==> src/hw/rtl/nsch_pkg.sv <==
// Package for the nearest segment/circle hit block.
// Holds sizes, the queued item type and the sequencer state type.
// No dependencies.
`default_nettype none
package nsch_pkg;

	localparam int MAX_TARGETS = 256;
	localparam int SLOT_W      = $clog2(MAX_TARGETS);
	localparam int CNT_W       = $clog2(MAX_TARGETS + 1);
	localparam int IDX_W       = 9;
	localparam int QUEUE_DEPTH = 2;
	localparam int QPTR_W      = $clog2(QUEUE_DEPTH);
	localparam int QCNT_W      = $clog2(QUEUE_DEPTH + 1);

	localparam int LEN_W  = 50;
	localparam int DIV_Q_W = 16;

	localparam logic [LEN_W-1:0] SEG_THRESHOLD = LEN_W'(65);
	localparam logic [16:0]      T_ONE         = 17'h10000;
	localparam logic [53:0]      D_MAX         = 54'h4_0000_0000;

	typedef struct packed {
		logic [23:0]       prev_x;
		logic [23:0]       prev_y;
		logic [23:0]       cur_x;
		logic [23:0]       cur_y;
		logic [15:0]       base_radius;
		logic [23:0]       target_x;
		logic [23:0]       target_y;
		logic [15:0]       target_radius;
		logic              active;
		logic [SLOT_W-1:0] slot;
		logic              last;
	} item_t;

	typedef enum logic [3:0] {
		B_IDLE,
		B_DIFF,
		B_LEN_X,
		B_LEN_Y,
		B_DOT_X,
		B_DOT_Y,
		B_CLASS,
		B_DIV,
		B_OFF_X,
		B_OFF_Y,
		B_ERR,
		B_SQ_X,
		B_SQ_Y,
		B_TEST,
		B_DONE
	} bstate_t;

endpackage
`default_nettype wire

==> src/hw/rtl/nsch_queue.sv <==
// Short queue between front end and back end.
// Depends on nsch_pkg.
`default_nettype none
module nsch_queue (
	input  wire logic            clk,
	input  wire logic            arst_n,
	input  wire logic            push_valid,
	output logic                 push_ready,
	input  wire nsch_pkg::item_t push_item,
	output logic                 pop_valid,
	input  wire logic            pop_ready,
	output nsch_pkg::item_t      pop_item
);

	nsch_pkg::item_t             mem_q [nsch_pkg::QUEUE_DEPTH];
	logic [nsch_pkg::QPTR_W-1:0] wr_ptr_q;
	logic [nsch_pkg::QPTR_W-1:0] rd_ptr_q;
	logic [nsch_pkg::QCNT_W-1:0] cnt_q;
	logic                        push;
	logic                        pop;

	assign push_ready = cnt_q != nsch_pkg::QCNT_W'(nsch_pkg::QUEUE_DEPTH);
	assign pop_valid  = cnt_q != '0;
	assign pop_item   = mem_q[rd_ptr_q];
	assign push       = push_valid && push_ready;
	assign pop        = pop_valid && pop_ready;

	always_ff @(posedge clk) begin
		if (push) begin
			mem_q[wr_ptr_q] <= push_item;
		end
	end

	always_ff @(posedge clk or negedge arst_n) begin
		if (!arst_n) begin
			wr_ptr_q <= '0;
			rd_ptr_q <= '0;
			cnt_q    <= '0;
		end else begin
			if (push) begin
				wr_ptr_q <= (wr_ptr_q == nsch_pkg::QPTR_W'(nsch_pkg::QUEUE_DEPTH - 1)) ?
					'0 : wr_ptr_q + 1'b1;
			end
			if (pop) begin
				rd_ptr_q <= (rd_ptr_q == nsch_pkg::QPTR_W'(nsch_pkg::QUEUE_DEPTH - 1)) ?
					'0 : rd_ptr_q + 1'b1;
			end
			if (push && !pop) begin
				cnt_q <= cnt_q + 1'b1;
			end else if (pop && !push) begin
				cnt_q <= cnt_q - 1'b1;
			end
		end
	end

endmodule
`default_nettype wire

==> config.mk <==
export PLATFORM = sky130hd
export DESIGN_NAME = nsch_queue
export DESIGN_NICKNAME = d
export VERILOG_FILES = /design/src/hw/rtl/nsch_pkg.sv /design/src/hw/rtl/nsch_queue.sv
export SDC_FILE = /design/constraint.sdc
export NUM_CORES = 1
export LEC_CHECK = 0
export BUFFER_PORTS_ARGS = -buffer_cell sky130_fd_sc_hd__buf_4
export CAP_MARGIN = 20
export CORE_MARGIN = 2
export CORE_UTILIZATION = 47
export DETAILED_ROUTE_END_ITERATION = 10
export GPL_TIMING_DRIVEN = 0
export HOLD_SLACK_MARGIN = 0.05
export PLACE_DENSITY = 0.75
export SLEW_MARGIN = 20
export SYNTH_ARGS = -nofsm -noshare
export SYNTH_HDL_FRONTEND = slang
export SYNTH_SLANG_ARGS = --single-unit
==> constraint.sdc <==
create_clock -name clk -period 8.75 [get_ports clk]
set_input_delay 0.4375 -clock clk [delete_from_list [all_inputs] [get_ports clk]]
set_output_delay 0.4375 -clock clk [all_outputs]
set_load 0.02 [all_outputs]
======== After elaboration in Yosys (flattened, before gate mapping) ========
Memory sizes are Yosys's and may differ from the RTL's.
Index checks and enable logic that the tools add are counted.
word-level totals
  bits in registers ....................... 4
  RAM bits ................................ 372
  input bits .............................. 190
  output and inout port bits .............. 188
  word-level logic and storage cells ...... 23
  memories kept ........................... 1
memories
  memory  words  bits a word  rd ports  clocked after memory_dff  wr ports  line              RTL
  mem_q   2      186          1         0                         1         nsch_queue.sv:15  nsch_pkg::item_t mem_q [nsch_pkg::QUEUE_DEPTH];
cells by class
  $add $sub $neg .......................... 4
  eq/ne operators ......................... 1
  mux-type cells .......................... 6
  reductions and logical operators ........ 8
operators with widths
  kind                                              number
  logical AND 1 bit                                 4
  2-to-1 mux 1 bit                                  4
  2-to-1 mux 2 bit                                  2
  nonzero test 2 bit                                2
  adder 1 bit, second input constant                2
  adder 2 x 1 -> 2 bit, second input constant       1
  logical NOT 1 bit                                 2
  inequality test 2 bit, second input constant      1
  subtractor 2 x 1 -> 2 bit, second input constant  1

======== Longest topological paths before layout ========
  depth in word-level cells ............... 6
  gate-level depth with buffers ........... 7
  gate-level depth less buffers ........... 7

======== Worst setup path after synthesis ========
Ideal clock, no wire load.
  path kind ............................... flip-flop to flip-flop
  start ................................... reg cnt_q[0] (netlist name)
  end ..................................... mem mem_q[0][0] (netlist name) (enable)
  library setup time ...................... 0.735 ns
  data arrival time ....................... 8.512 ns
  required time ........................... 8.015 ns
  path slack .............................. -0.497 ns
  stages on the path, launching flop included .. 4
  buffers on the path ..................... 0
  period minus slack after synthesis ...... 9.247 ns
  path through ............................ dfrtp_1 -> nand2b_1 -> nand2_1 -> nor2_1
on the way
  word-level cells in the longest chain between the ends .. 4
ends and longest elaborated chain
  item                                    line              RTL
  start: declaration                      nsch_queue.sv:18  logic [nsch_pkg::QCNT_W-1:0] cnt_q;
  start signal: assignment                nsch_queue.sv:49  cnt_q <= cnt_q + 1'b1;
  start signal: assignment                nsch_queue.sv:51  cnt_q <= cnt_q - 1'b1;
  inequality test 2 bit                   nsch_queue.sv:22  assign push_ready = cnt_q != nsch_pkg::QCNT_W'(nsch_pkg::QUEUE_DEPTH);
  net push_ready                          nsch_queue.sv:8   output logic push_ready,
  logical AND 1 bit                       nsch_queue.sv:25  assign push = push_valid && push_ready;
  2-to-1 mux 1 bit                        nsch_queue.sv:29  if (push) begin
  2-to-1 mux 1 bit (implied by the code)  nsch_queue.sv:30  mem_q[wr_ptr_q] <= push_item;
  end: declaration                        nsch_queue.sv:15
The timed path passes the listed nets, and every way through them passes these cells.

==> impl_metrics.env <==
export IMPL_finalNonFillerCells=1449
export IMPL_ant_nets=0
export IMPL_slew_headroom_pct=63.5
export IMPL_synthMuxAreaShare_pct=18.2
export IMPL_cpPeakStageDelay_ns=0.34
export IMPL_vias=7060
export IMPL_synth_area_leaders="edfxtp_1 (79%), mux2_4 (14%), mux2_2 (4.5%)"
export IMPL_grt_usage_pct=17.5
export IMPL_cts_made_buffers=39
export IMPL_remaining_drc_errors=0
export IMPL_synth_seq_cells=376
export IMPL_synth_fa_ha_area_share_pct=0.0884
export IMPL_yosysTopAreaCell="edfxtp_1"
export IMPL_grt_pass1_wl_um=41700
export IMPL_synth_simple_area_share_pct=0.239
export IMPL_fin_setup_tns_ns=0
export IMPL_rows=63
export IMPL_start_util_pct=47.7
export IMPL_wl_per_cell_um=19.9
export IMPL_switching_share_pct=30.8
export IMPL_cpMostUsedCell="buf_6"
export IMPL_final_common_cell="buf_4"
export IMPL_synth_compound_area_share_pct=0
export IMPL_fin_skew_ns=0.00831
export IMPL_grt_ovfl_total=0
export IMPL_setup_violations=0
export IMPL_core_sq_um=29600
export IMPL_nets=1220
export IMPL_postCtsSetupBuffers=0
export IMPL_syn_nets=788
export IMPL_pwr_share_comb_pct=39.0
export IMPL_viasPerCell=4.87
export IMPL_max_cap_viol_count=0
export IMPL_crit_family="buffers and inverters"
export IMPL_dp_hpwl_um=20700
export IMPL_dieArea_sq_um=31500
export IMPL_grt_max_degree=53
export IMPL_slew_violations=0
export IMPL_path_max_fanout=10
export IMPL_die_x_um=178
export IMPL_clock_latency_ns=0.51
export IMPL_finalPower_uw=6770
export IMPL_htreeDepth=2
export IMPL_rsz0062_at_grt="false"
export IMPL_cts_resized=0
export IMPL_pwr_share_clk_pct=23.4
export IMPL_p_int_uw=4680
export IMPL_die_h_um=178
export IMPL_grt_pass1_vias=7417
export IMPL_powerDensity_nw_per_um2=355
export IMPL_clockRootBuffer="clkbuf_16"
export IMPL_crit_arrival_ns=1.90
export IMPL_syn_to_final_growth_pct=34.6
export IMPL_yosys_area_top_type_share_pct=78.9
export IMPL_io_pins=378
export IMPL_crit_path_start_kind="register"
export IMPL_vdd_drop_max_uv=222
export IMPL_worst_path_buf_inv=4
export IMPL_seq_area_frac_synth_pct=79.6
export IMPL_syn_instance_count=597
export IMPL_drive_gt1_share_pct=61.7
export IMPL_fin_crit_ns=2.34
export IMPL_cts_tree="built"
export IMPL_status="complete, no violations"
export IMPL_p_leak_uw=0.00751
export IMPL_max_freq_mhz=428
export IMPL_postCtsHoldBufs=1
export IMPL_finalHoldViolCount=0
export IMPL_ys_types=15
export IMPL_antenna_found_initial=1
export IMPL_switchingPower_uw=2090
export IMPL_firstDrtPassIters=4
export IMPL_critPathSlowestCell="dfrtp_1"
export IMPL_drtIter0Drc=282
export IMPL_avgSynthCellArea_sq_um=23.7
export IMPL_power_frac_seq_pct=37.6
export IMPL_gp_congestion=0.729
export IMPL_port_buffers=377
export IMPL_clk_pin_slew_ns=0.06
export IMPL_dp_cells=1377
export IMPL_min_delay_path_class="input port to register"
export IMPL_crit_type="register to output port"
export IMPL_synth_xor_area_share_pct=0.309
export IMPL_wirelength_um=28900
export IMPL_tightest_slew_ns=0.547
export IMPL_cts_buffer_depth=3
export IMPL_layout_common_cells="buf_4 (377), edfxtp_1 (372), mux2_4 (130)"
export IMPL_clock_sinks=376
export IMPL_yosys_warnings=0
export IMPL_cp_required_ns=8.31
export IMPL_cp_cell_sequence="buf_6 -> buf_6 -> buf_6 -> mux2_4 -> buf_4"
export IMPL_synth_top_family_by_area="multiplexers"
export IMPL_end_kind="output port"
export IMPL_syn_area_sq_um=14200
export IMPL_period_share_pct=26.7
[power by group through the flow]
stage / Clock, uW / Combinational (uW) / Sequential [uW]
3_5_place_dp: 0 / 2680 / 2590
3_3_place_gp: 0 / 2540 / 2710
5_1_grt: 1700 / 2780 / 2580
6_report: 1580 / 2640 / 2550
4_1_cts: 1620 / 2690 / 2550
2_1_floorplan: 0 / 1630 / 2640
[registers in the layout, summed over array words and instances (netlist names)]
name and count:
mem_q 372, wr_ptr_q 1, cnt_q 2, rd_ptr_q 1
[worst paths after layout]
kind | startpoint | end | slack (ns) | depth (start not counted)
setup / recovery | rd_ptr_q$_DFFE_PN0P_ | pop_item[81] | 6.41 | 5
hold / removal | push_item[135] | mem_q[0][135]$_DFFE_PP_ | 0.11 | 1
setup reg to reg | cnt_q[0]$_DFFE_PN0P_ | mem_q[0][125]$_DFFE_PP_ | 6.45 | 7
hold reg to reg | cnt_q[1]$_DFFE_PN0P_ | cnt_q[1]$_DFFE_PN0P_ | 0.51 | 1
max in group asynchronous | arst_n | cnt_q[1]$_DFFE_PN0P_ | 8.33 | 2
min in group asynchronous | arst_n | wr_ptr_q$_DFFE_PN0P_ | 0.32 | 2
[metal layers]
layer	part of all wire, %	vias up	global-route usage [%]
li1	-	3254	-
met1	36	3476	19.8
met2	51	285	30.7
met3	9.6	45	6.47
met4	2.7	0	5.94
met5	0	-	0
[through the flow]
stage / utilization [%] / hold slack [ns] / instance area, sq um / setup slack (ns)
2_1_floorplan: - / 0.142 / 14200 / 2.65
4_1_cts: 64.3 / 0.0818 / 19100 / 6.35
3_3_place_gp: 59.0 / 0.237 / 17500 / 0.106
5_1_grt: 64.3 / 0.0751 / 19100 / 6.30
6_report: 64.3 / 0.108 / 19100 / 6.41
3_5_place_dp: 60.1 / 0.237 / 17800 / 6.45
[cells in the mapped netlist]
master / n
nand2_1: 2
buf_2: 5
mux2_4: 130
nand2b_1: 1
inv_1: 1
dfrtp_1: 4
buf_6: 16
mux2_2: 56
xor2_1: 2
nor2_1: 2
ha_1: 1
edfxtp_1: 372
and3_1: 1
or2_2: 1
xnor2_1: 3
[area by class of cell]
class	instances	area, sq um
Sequential cell	376	11300
Fill cell	2028	10600
Timing Repair Buffer	391	3160
Multi-Input combinational cell	199	2690
Clock buffer	51	1060
Tap cell	390	488
Buffer	21	205
Clock inverter	19	174
Inverter	1	3.75
Antenna cell	1	2.50
[logic make-up (layout without fill, tap and decap cells)]
kind of cell               Yosys count  after routing
buffers and inverters               22            483
DFF                                376            376
other                                0              1
adders and majority gates            1              1
muxes                              186            186
xor gates and xnor gates             5              5
and+or+nand+nor                      7              7
Note: power is estimated with default switching activity, not from simulation.
