===== config.mk =====
export PLATFORM = sky130hd
export DESIGN_NAME = nsch_front
export DESIGN_NICKNAME = d
export VERILOG_FILES = /design/src/hw/rtl/nsch_pkg.sv /design/src/hw/rtl/nsch_front.sv
export SDC_FILE = /design/constraint.sdc
export NUM_CORES = 1
export LEC_CHECK = 0
export ABC_CLOCK_PERIOD_IN_PS = 1600
export BUFFER_PORTS_ARGS = -buffer_cell sky130_fd_sc_hd__buf_2
export CORE_AREA = 2 2 143 145
export CTS_CLUSTER_DIAMETER = 200
export DETAILED_ROUTE_END_ITERATION = 10
export DIE_AREA = 0 0 145 147
export PLACE_DENSITY_LB_ADDON = 0.08
export REMOVE_ABC_BUFFERS = 1
export SLEW_MARGIN = 5
export SYNTH_ARGS = -nofsm -noshare
export SYNTH_HDL_FRONTEND = slang
export SYNTH_SLANG_ARGS = --single-unit

===== constraint.sdc =====
create_clock -name clk -period 1.6 [get_ports clk]
set_clock_uncertainty 0.2 [all_clocks]
set_input_delay 0.32 -clock clk [delete_from_list [all_inputs] [get_ports clk]]
set_output_delay 0.32 -clock clk [all_outputs]
set_load 0.02 [all_outputs]

===== src/hw/rtl/nsch_pkg.sv =====
// Package for the nearest segment/circle hit block.
// Holds sizes, the queued item type and the sequencer state type.
// No dependencies.
`default_nettype none
package nsch_pkg;

	localparam int MAX_TARGETS = 256;
	localparam int SLOT_W      = $clog2(MAX_TARGETS);
	localparam int CNT_W       = $clog2(MAX_TARGETS + 1);
	localparam int IDX_W       = 9;
	localparam int QUEUE_DEPTH = 2;
	localparam int QPTR_W      = $clog2(QUEUE_DEPTH);
	localparam int QCNT_W      = $clog2(QUEUE_DEPTH + 1);

	localparam int LEN_W  = 50;
	localparam int DIV_Q_W = 16;

	localparam logic [LEN_W-1:0] SEG_THRESHOLD = LEN_W'(65);
	localparam logic [16:0]      T_ONE         = 17'h10000;
	localparam logic [53:0]      D_MAX         = 54'h4_0000_0000;

	typedef struct packed {
		logic [23:0]       prev_x;
		logic [23:0]       prev_y;
		logic [23:0]       cur_x;
		logic [23:0]       cur_y;
		logic [15:0]       base_radius;
		logic [23:0]       target_x;
		logic [23:0]       target_y;
		logic [15:0]       target_radius;
		logic              active;
		logic [SLOT_W-1:0] slot;
		logic              last;
	} item_t;

	typedef enum logic [3:0] {
		B_IDLE,
		B_DIFF,
		B_LEN_X,
		B_LEN_Y,
		B_DOT_X,
		B_DOT_Y,
		B_CLASS,
		B_DIV,
		B_OFF_X,
		B_OFF_Y,
		B_ERR,
		B_SQ_X,
		B_SQ_Y,
		B_TEST,
		B_DONE
	} bstate_t;

endpackage
`default_nettype wire


===== src/hw/rtl/nsch_front.sv =====
// Front end: accepts target transactions, numbers the slots and marks live ones.
// Depends on nsch_pkg.
`default_nettype none
module nsch_front (
	input  wire logic               clk,
	input  wire logic               arst_n,
	input  wire logic               in_valid,
	output logic                    in_ready,
	input  wire logic [23:0]        prev_x,
	input  wire logic [23:0]        prev_y,
	input  wire logic [23:0]        cur_x,
	input  wire logic [23:0]        cur_y,
	input  wire logic [15:0]        base_radius,
	input  wire logic [23:0]        target_x,
	input  wire logic [23:0]        target_y,
	input  wire logic [15:0]        target_radius,
	input  wire logic               is_entry,
	input  wire logic               last,
	output logic                    push_valid,
	input  wire logic               push_ready,
	output nsch_pkg::item_t         push_item
);

	logic [nsch_pkg::CNT_W-1:0] count_q;
	logic                       room;

	assign room       = count_q < nsch_pkg::CNT_W'(nsch_pkg::MAX_TARGETS);
	assign in_ready   = push_ready;
	assign push_valid = in_valid;

	always_comb begin
		push_item.prev_x        = prev_x;
		push_item.prev_y        = prev_y;
		push_item.cur_x         = cur_x;
		push_item.cur_y         = cur_y;
		push_item.base_radius   = base_radius;
		push_item.target_x      = target_x;
		push_item.target_y      = target_y;
		push_item.target_radius = target_radius;
		push_item.active        = is_entry && room;
		push_item.slot          = count_q[nsch_pkg::SLOT_W-1:0];
		push_item.last          = last;
	end

	// advance the slot count, saturate at the table size, clear on last
	always_ff @(posedge clk or negedge arst_n) begin
		if (!arst_n) begin
			count_q <= '0;
		end else if (in_valid && push_ready) begin
			if (last) begin
				count_q <= '0;
			end else if (room) begin
				count_q <= count_q + 1'b1;
			end
		end
	end

endmodule
`default_nettype wire


======== Word level (Yosys, flattened, before mapping) ========
Cells that the tools add are included.
storage, ports and cells
  register bits ........................... 9
  latch bits .............................. 0
  memory bits (read-only) ................. 0
  output and inout bits ................... 188
  bits in writable memories ............... 0
  memories kept ........................... 0
  logic and storage cells ................. 9
cells by class
  bitwise operators ....................... 0
  $add $sub $neg .......................... 1
  $mul .................................... 0
  div/mod/pow operators ................... 0
  equal/unequal tests ..................... 0
  muxes and demuxes ....................... 2
  order comparisons ....................... 1
  reductions and logical operators ........ 4
  shifts and indexed selects .............. 0
operators with widths
  cell                                         number
  2-to-1 mux 9 bit                             2
  adder 9 x 1 -> 9 bit, second input constant  1
  < comparator 9 bit, second input constant    1
  logical AND 1 bit                            2
  AND reduction 2 bit                          1
  nonzero test 2 bit                           1

======== Longest topological paths before layout ========
Gate-level depths: netlist (run 1).
  depth in word-level cells ............... 3
  mapped depth ............................ 4

======== Worst setup path before layout (run 1) ========
No wires, ideal clock.
  path type ............................... register to register
  start point ............................. register count_q[8] in the netlist's numbering
  end point ............................... register count_q[3] in the netlist's numbering
  buffers on the path ..................... 1
  setup slack ............................. 0.102 ns
  arrival ................................. 1.221 ns
  stages on the path, launching flop included .. 5
  cells stage by stage .................... dfrtp_1 -> nor2b_4 -> buf_6 -> or4_1 -> a21oi_1
between the ends
  word-level cells in the longest chain between the ends .. 3
ends and longest elaborated chain
  item                                  line              text
  from (decl)                           nsch_front.sv:24  logic [nsch_pkg::CNT_W-1:0] count_q;
  from (signal assigned)                nsch_front.sv:53  count_q <= count_q + 1'b1;
  < comparator 9 bit                    nsch_front.sv:27  assign room = count_q < nsch_pkg::CNT_W'(nsch_pkg::MAX_TARGETS);
  nonzero test 2 bit (no source line)   --
  AND reduction 2 bit (no source line)  --
Every way passes these cells.
A chain may end at the register's enable or synchronous reset.

======== Final worst setup path (run 1) ========
  start point ............................. register count_q[0] in the netlist's numbering
  end point ............................... register count_q[2] in the netlist's numbering
between the ends
  word-level cells in the longest chain between the ends .. 3
  elaborated cells on any way between the ends .. 6
ends and longest elaborated chain
  item                                                        line
  adder 9 x 1 -> 9 bit or < comparator 9 bit (tied branches)  nsch_front.sv:53, nsch_front.sv:27
  2-to-1 mux 9 bit or nonzero test 2 bit (tied branches)      --
  2-to-1 mux 9 bit or AND reduction 2 bit (tied branches)     --
Parallel ways exist; a longest one is shown, timed or not. The select of a mux whose other input is x is not followed.

==> flow_summary.json, run 1 <==
{
  "wl_per_cell_um": 69.8,
  "grt_max_degree": 12,
  "insertion_delay_ns": 0.24,
  "whs_ns": 0.214,
  "largest_register_ffs": 9,
  "cpLargestDelayFamily": "simple AND/OR/NAND/NOR gates",
  "grt_pass1_vias": 952,
  "async_flop_share": 1.00,
  "hold_class": "in -> reg",
  "yosysSeqAreaShare": 0.117,
  "final_core_util": 0.0596,
  "cp_cell_sequence": "ha_2, inv_1, or4_1, a21oi_1",
  "die_h_um": 147,
  "crit_buf_inv": 1,
  "synth_area_mm2": 0.00192,
  "grt_usage": 0.226,
  "dieArea_mm2": 0.0213,
  "die_w_um": 145,
  "gp_congestion": 0.846,
  "avgSynthCellArea_um2": 7.96,
  "placed_area_mm2": 0.00102,
  "grt-ovfl-total": 0,
  "yosysUniqueCellTypes": 23,
  "finalCritPeriodShare": 0.968,
  "nNetsFinal": 273,
  "maxSlewViolCount": 0,
  "ctsHtreeMaxLevel": 1,
  "clockBufferDepth": 2,
  "cts_root_buf": "clkbuf_16",
  "rsz0062_at_grt": "yes",
  "hpwl_mm": 23.7,
  "fillers": 2343,
  "start_util": 0.0967,
  "port_buffers": 17,
  "final_cell_mix": "16 x buf_2, 14 x buf_4, 9 x dfrtp_1, 7 x nand2_1",
  "worstMarginPinSlew_ns": 0.319,
  "synth_ff_type": "dfrtp_1",
  "status": "complete, no violations",
  "startpoint_type": "flop",
  "synth_warnings": 0,
  "cts_tree": "yes",
  "synth-seq-cells": 9,
  "wirelength_mm": 25.1,
  "routed_via_density": 3.18,
  "diodes": 0,
  "grt_pass1_wl_mm": 27.7,
  "max_freq_ghz": 0.646,
  "synth_edf_count": 0,
  "crit_fanout": 2,
  "fin_area_mm2": 0.00118,
  "cts_buffers": 3,
  "num_rows": 52,
  "max-vdd-ir-drop_v": 0.000299,
  "final_hold_viol_count": 0,
  "path_clk_slew_ns": 0.04,
  "cp.arrival_ns": 1.50,
  "remaining_drc_errors": 0,
  "leakage_nw": 0.404,
  "antenna_found_initial": 0,
  "reg_top3": "count_q (9)",
  "max_stage_delay_ns": 0.49,
  "final_common_cell": "buf_2",
  "p_total_mw": 0.871,
  "ant_nets": 0,
  "area_growth_pct": -38.3,
  "drv_cap": 0,
  "cp.required_ns": 1.55,
  "vias": 1141,
  "powerDensity_mw_per_mm2": 736,
  "final-instance-count-excl-fill": 359,
  "critical_path.slowest_cell": "or4_1",
  "first_pass_iters": 4,
  "drive_above_1_share": 0.517,
  "cts_sinks": 9,
  "ioPinCount": 370,
  "drtIter0Drc": 94,
  "dp_cells": 352,
  "finalCriticalPeriod_ns": 1.55,
  "top_register": "count_q",
  "end_kind": "flop",
  "worst-setup-path-type": "reg -> reg",
  "relSlewSlack": 0.787,
  "core_area_mm2": 0.0198,
  "setup_violations": 0,
  "syn_inst": 241
}
where the power goes:
part,switching (mW),total (mW),internal [mW]
combinational,0.0916,0.150,0.0583
clock,0.132,0.467,0.336
sequential,0.0123,0.254,0.241
cells by family (layout without fill, tap and decap cells):
family | Yosys count | count (layout) | synth area share
compound gates | 10 | 10 | 0.0333
fa+ha+maj | 1 | 1 | 0.00652
buf+inv | 191 | 39 | 0.744
flops | 9 | 9 | 0.117
mux | 3 | 3 | 0.0157
simple gates | 27 | 27 | 0.0828
timing repair:
item / in CTS / in global routing
endpoints found under the setup margin: 4 / 7
hold buffers: 1 / 0
buffers inserted: 1 / 1
resized for setup: 5 / 8
hold endpoints to repair: 9 / 0
pin swaps: 0 / 1
worst paths after layout:
path / cells after the start / slack, ns / to / startpoint
setup / recovery: 4 / 0.05 / count_q[2] / count_q[0]
hold / removal: 2 / 0.21 / count_q[1] / last
setup reg to reg: 4 / 0.05 / count_q[2] / count_q[0]
hold reg to reg: 2 / 0.39 / count_q[7] / count_q[7]
max in group asynchronous: 2 / 0.66 / count_q[3] / arst_n
min in group asynchronous: 2 / 0.33 / count_q[2] / arst_n
cell type report:
type                            instances  area, um^2  share of cell area
Clock buffer                            4        78.8              0.0666
Inverter                                2        7.51             0.00634
Timing Repair Buffer                   33         218               0.184
Multi-Input combinational cell         41         317               0.267
Sequential cell                         9         225               0.190
Tap cell                              270         338               0.285
metal layers:
layer,share of wire,global-route usage
met5,0.015,0.125
met4,0.012,0.0252
met3,0.40,0.447
met2,0.41,0.318
met1,0.16,0.104
through the flow:
step,TNS [ns],setup WS [ns]
after floorplan,-0.0187,-0.0122
after detailed placement,-0.0729,-0.0323
after global routing,-0.0163,-0.0140
after CTS,-0.0363,-0.0192
final,0,0.0518
after global placement,-0.169,-0.0978
Yosys cell counts (2+ instances only):
cell	n	area share
a21oi_1	3	0.0078
buf_4	187	0.73
dfrtp_1	9	0.12
inv_1	2	0.0039
mux2i_1	3	0.016
nand2_1	7	0.014
nand2b_1	3	0.0098
nand3_1	5	0.013
nor4_1	3	0.0098
o21ai_0	2	0.0052
o31ai_1	3	0.012
or4_1	3	0.012
worst reg2reg max path, delay by kind of cell (launching register included):
family / cells / cell delay (ns)
adder cells (fa/ha/maj): 1 / 0.20
AND/OR/NAND/NOR: 1 / 0.49
AO/OA/AOI/OAI: 1 / 0.17
flip-flops: 1 / 0.35
buffers and inverters: 1 / 0.05
(Power assumes the default switching activity.)
==> run 2: changes to the inputs <==
ABC_AREA = 1   (was not set)
==> run 2 against run 1 <==
Via count shrank 5.7%; area after synthesis is 0.33% lower; global-route usage is 0.18 points lower; synthesized cell count rose by 5.0%; routed wire length down 0.75%.
==> flow_summary.json, run 2 <==
{
  "drtIter0Drc": 136,
  "place_ws_ns": 0.113,
  "yosys.area.top_type": "buf_4",
  "start_util": 0.0963,
  "cp.required_ns": 1.08,
  "powerDensity_mw_per_mm2": 860,
  "fillers": 2359,
  "final-instance-count-excl-fill": 360,
  "wl_per_cell_um": 69.1,
  "reg_top3": "count_q (9)",
  "synth_warnings": 0,
  "synth_edf_count": 0,
  "grt_pass1_vias": 968,
  "p_total_mw": 0.889,
  "wirelength_mm": 24.9,
  "insertion_delay_ns": 0.24,
  "hold_class": "in -> reg",
  "synth_compound_area_frac": 0.0242,
  "gp_congestion": 0.831,
  "worstMarginPinSlew_ns": 0.302,
  "final_hold_viol_count": 0,
  "ctsHtreeMaxLevel": 1,
  "hpwl_mm": 23.4,
  "crit_fanout": 3,
  "first_pass_iters": 4,
  "avgSynthCellArea_um2": 7.56,
  "maxSlewViolCount": 0,
  "max_stage_delay_ns": 0.41,
  "yosysSeqAreaShare": 0.118,
  "port_buffers": 17,
  "grt-ovfl-total": 0,
  "leakage_nw": 0.389,
  "cpLargestDelayFamily": "flip-flops",
  "drv_cap": 0,
  "dieArea_mm2": 0.0213,
  "top_register": "count_q",
  "synth_area_mm2": 0.00191,
  "routed_via_density": 2.99,
  "cts_buffers": 3,
  "max_freq_ghz": 0.659,
  "syn_inst": 253,
  "path_clk_slew_ns": 0.05,
  "relSlewSlack": 0.798,
  "max-vdd-ir-drop_v": 0.000202,
  "clockBufferDepth": 2,
  "finalCritPeriodShare": 0.948,
  "grt_pass1_wl_mm": 27.4,
  "post-synth-top-count-cell": "buf_4",
  "cts_root_buf": "clkbuf_16",
  "cts_setup_buffers": 0,
  "cp_cell_sequence": "nor2_1, buf_2",
  "area_growth_pct": -45.9,
  "worst-setup-path-type": "reg -> out",
  "largest_register_ffs": 9,
  "grt_max_degree": 12,
  "synth_mux_area_frac": 0,
  "synth-seq-cells": 9,
  "dp_cells": 355,
  "antenna_found_initial": 0,
  "vias": 1076,
  "cts_tree": "yes",
  "synth_ff_type": "dfrtp_1",
  "startpoint_type": "flop",
  "ioPinCount": 370,
  "status": "complete, no violations",
  "cts_sinks": 9,
  "synth_common_cells": "187 x buf_4, 17 x nand2_1, 9 x dfrtp_1, 9 x nor2_1, 7 x inv_1",
  "synth_area_leaders": "buf_4 73%, dfrtp_1 12%, nand2_1 3.3%, nor2_1 1.8%, inv_1 1.4%",
  "critical_path.slowest_cell": "dfrtp_1",
  "rsz0062_at_grt": "no",
  "worst_slack_ns": 0.0832,
  "final_cell_mix": "17 x nand2_1, 17 x buf_2, 9 x dfrtp_1, 8 x nor2_1, 7 x inv_1",
  "core_area_mm2": 0.0198,
  "yosys.area_share.simple": 0.0910,
  "die_w_um": 145,
  "fin_tns_setup_ns": 0,
  "cp.arrival_ns": 1.00,
  "finalCriticalPeriod_ns": 1.52,
  "synth_top_area_share": 0.734,
  "diodes": 0,
  "die_h_um": 147,
  "yosysUniqueCellTypes": 19,
  "nNetsFinal": 274,
  "grt_usage": 0.224,
  "num_rows": 52,
  "async_flop_share": 1.00,
  "crit_buf_inv": 1,
  "synthAdderAreaFrac": 0.00654,
  "ant_nets": 0,
  "synth-xor-area-share": 0.00458,
  "remaining_drc_errors": 0,
  "end_kind": "primary output",
  "drive_above_1_share": 0.322,
  "synth_top_family_by_area": "buffers and inverters",
  "setup_violations": 0
}
run 2: changes by cell type after synthesis, sizes merged, moves of 2 or more:
cell,before,now
nor2,0,10
nor2b,2,0
nand2b,3,0
mux2i,3,0
nor3b,0,2
nor4,3,0
inv,2,8
o31ai,3,1
nand2,7,19
or4,4,0
o21ai,2,4
run 2: repair_timing:
action                                  4_1_cts  5_1_grt
resized for setup                             0        1
hold endpoints to repair                      9        0
endpoints found under the setup margin        0        1
hold buffers                                  1        0
run 2: metrics by stage:
step	instance area, um^2	hold slack, ns	utilization
6_report	1030	0.130	0.0521
4_1_cts	1030	0.138	0.0520
3_3_place_gp	942	0.0278	0.0475
3_5_place_dp	942	0.0213	0.0475
2_1_floorplan	497	-0.176	-
5_1_grt	1030	0.152	0.0521
run 2: worst paths after layout:
kind,startpoint,endpoint,slack [ns],depth (start not counted)
setup reg to reg,count_q[0],count_q[6],0.18,6
hold reg to reg,count_q[8],count_q[8],0.37,2
min in group asynchronous,arst_n,count_q[0],0.29,2
hold / removal,last,count_q[2],0.13,2
setup / recovery,count_q[8],push_item[9],0.08,2
max in group asynchronous,arst_n,count_q[5],0.68,2
run 2: where the power goes:
part           internal, mW  switching, mW  total [mW]  leakage, nW
Combinational        0.0587          0.102       0.160        0.227
Sequential            0.244         0.0108       0.254        0.124
Clock                 0.336          0.138       0.474       0.0382
run 2: area by class of cell:
cell class,count,area (um^2),share of cell area
Clock buffer,4,78.8,0.0763
Inverter,8,30.0,0.0291
Multi-Input combinational cell,48,244,0.236
Sequential cell,9,225,0.218
Tap cell,270,338,0.327
Timing Repair Buffer,21,118,0.114
run 2: kinds of logic after synthesis:
family	after synthesis
buf+inv	196
simple gates	38
flops	9
compound gates	8
xor+xnor	1
fa+ha+maj	1
run 2: per-layer routing:
metal,GRT usage,wire length (um),up-vias,part of all wire
met3,0.448,10100,22,0.41
met5,0.230,666,-,0.027
met2,0.292,9550,378,0.38
met4,0.0673,776,16,0.031
li1,-,-,262,-
met1,0.0945,3790,398,0.15
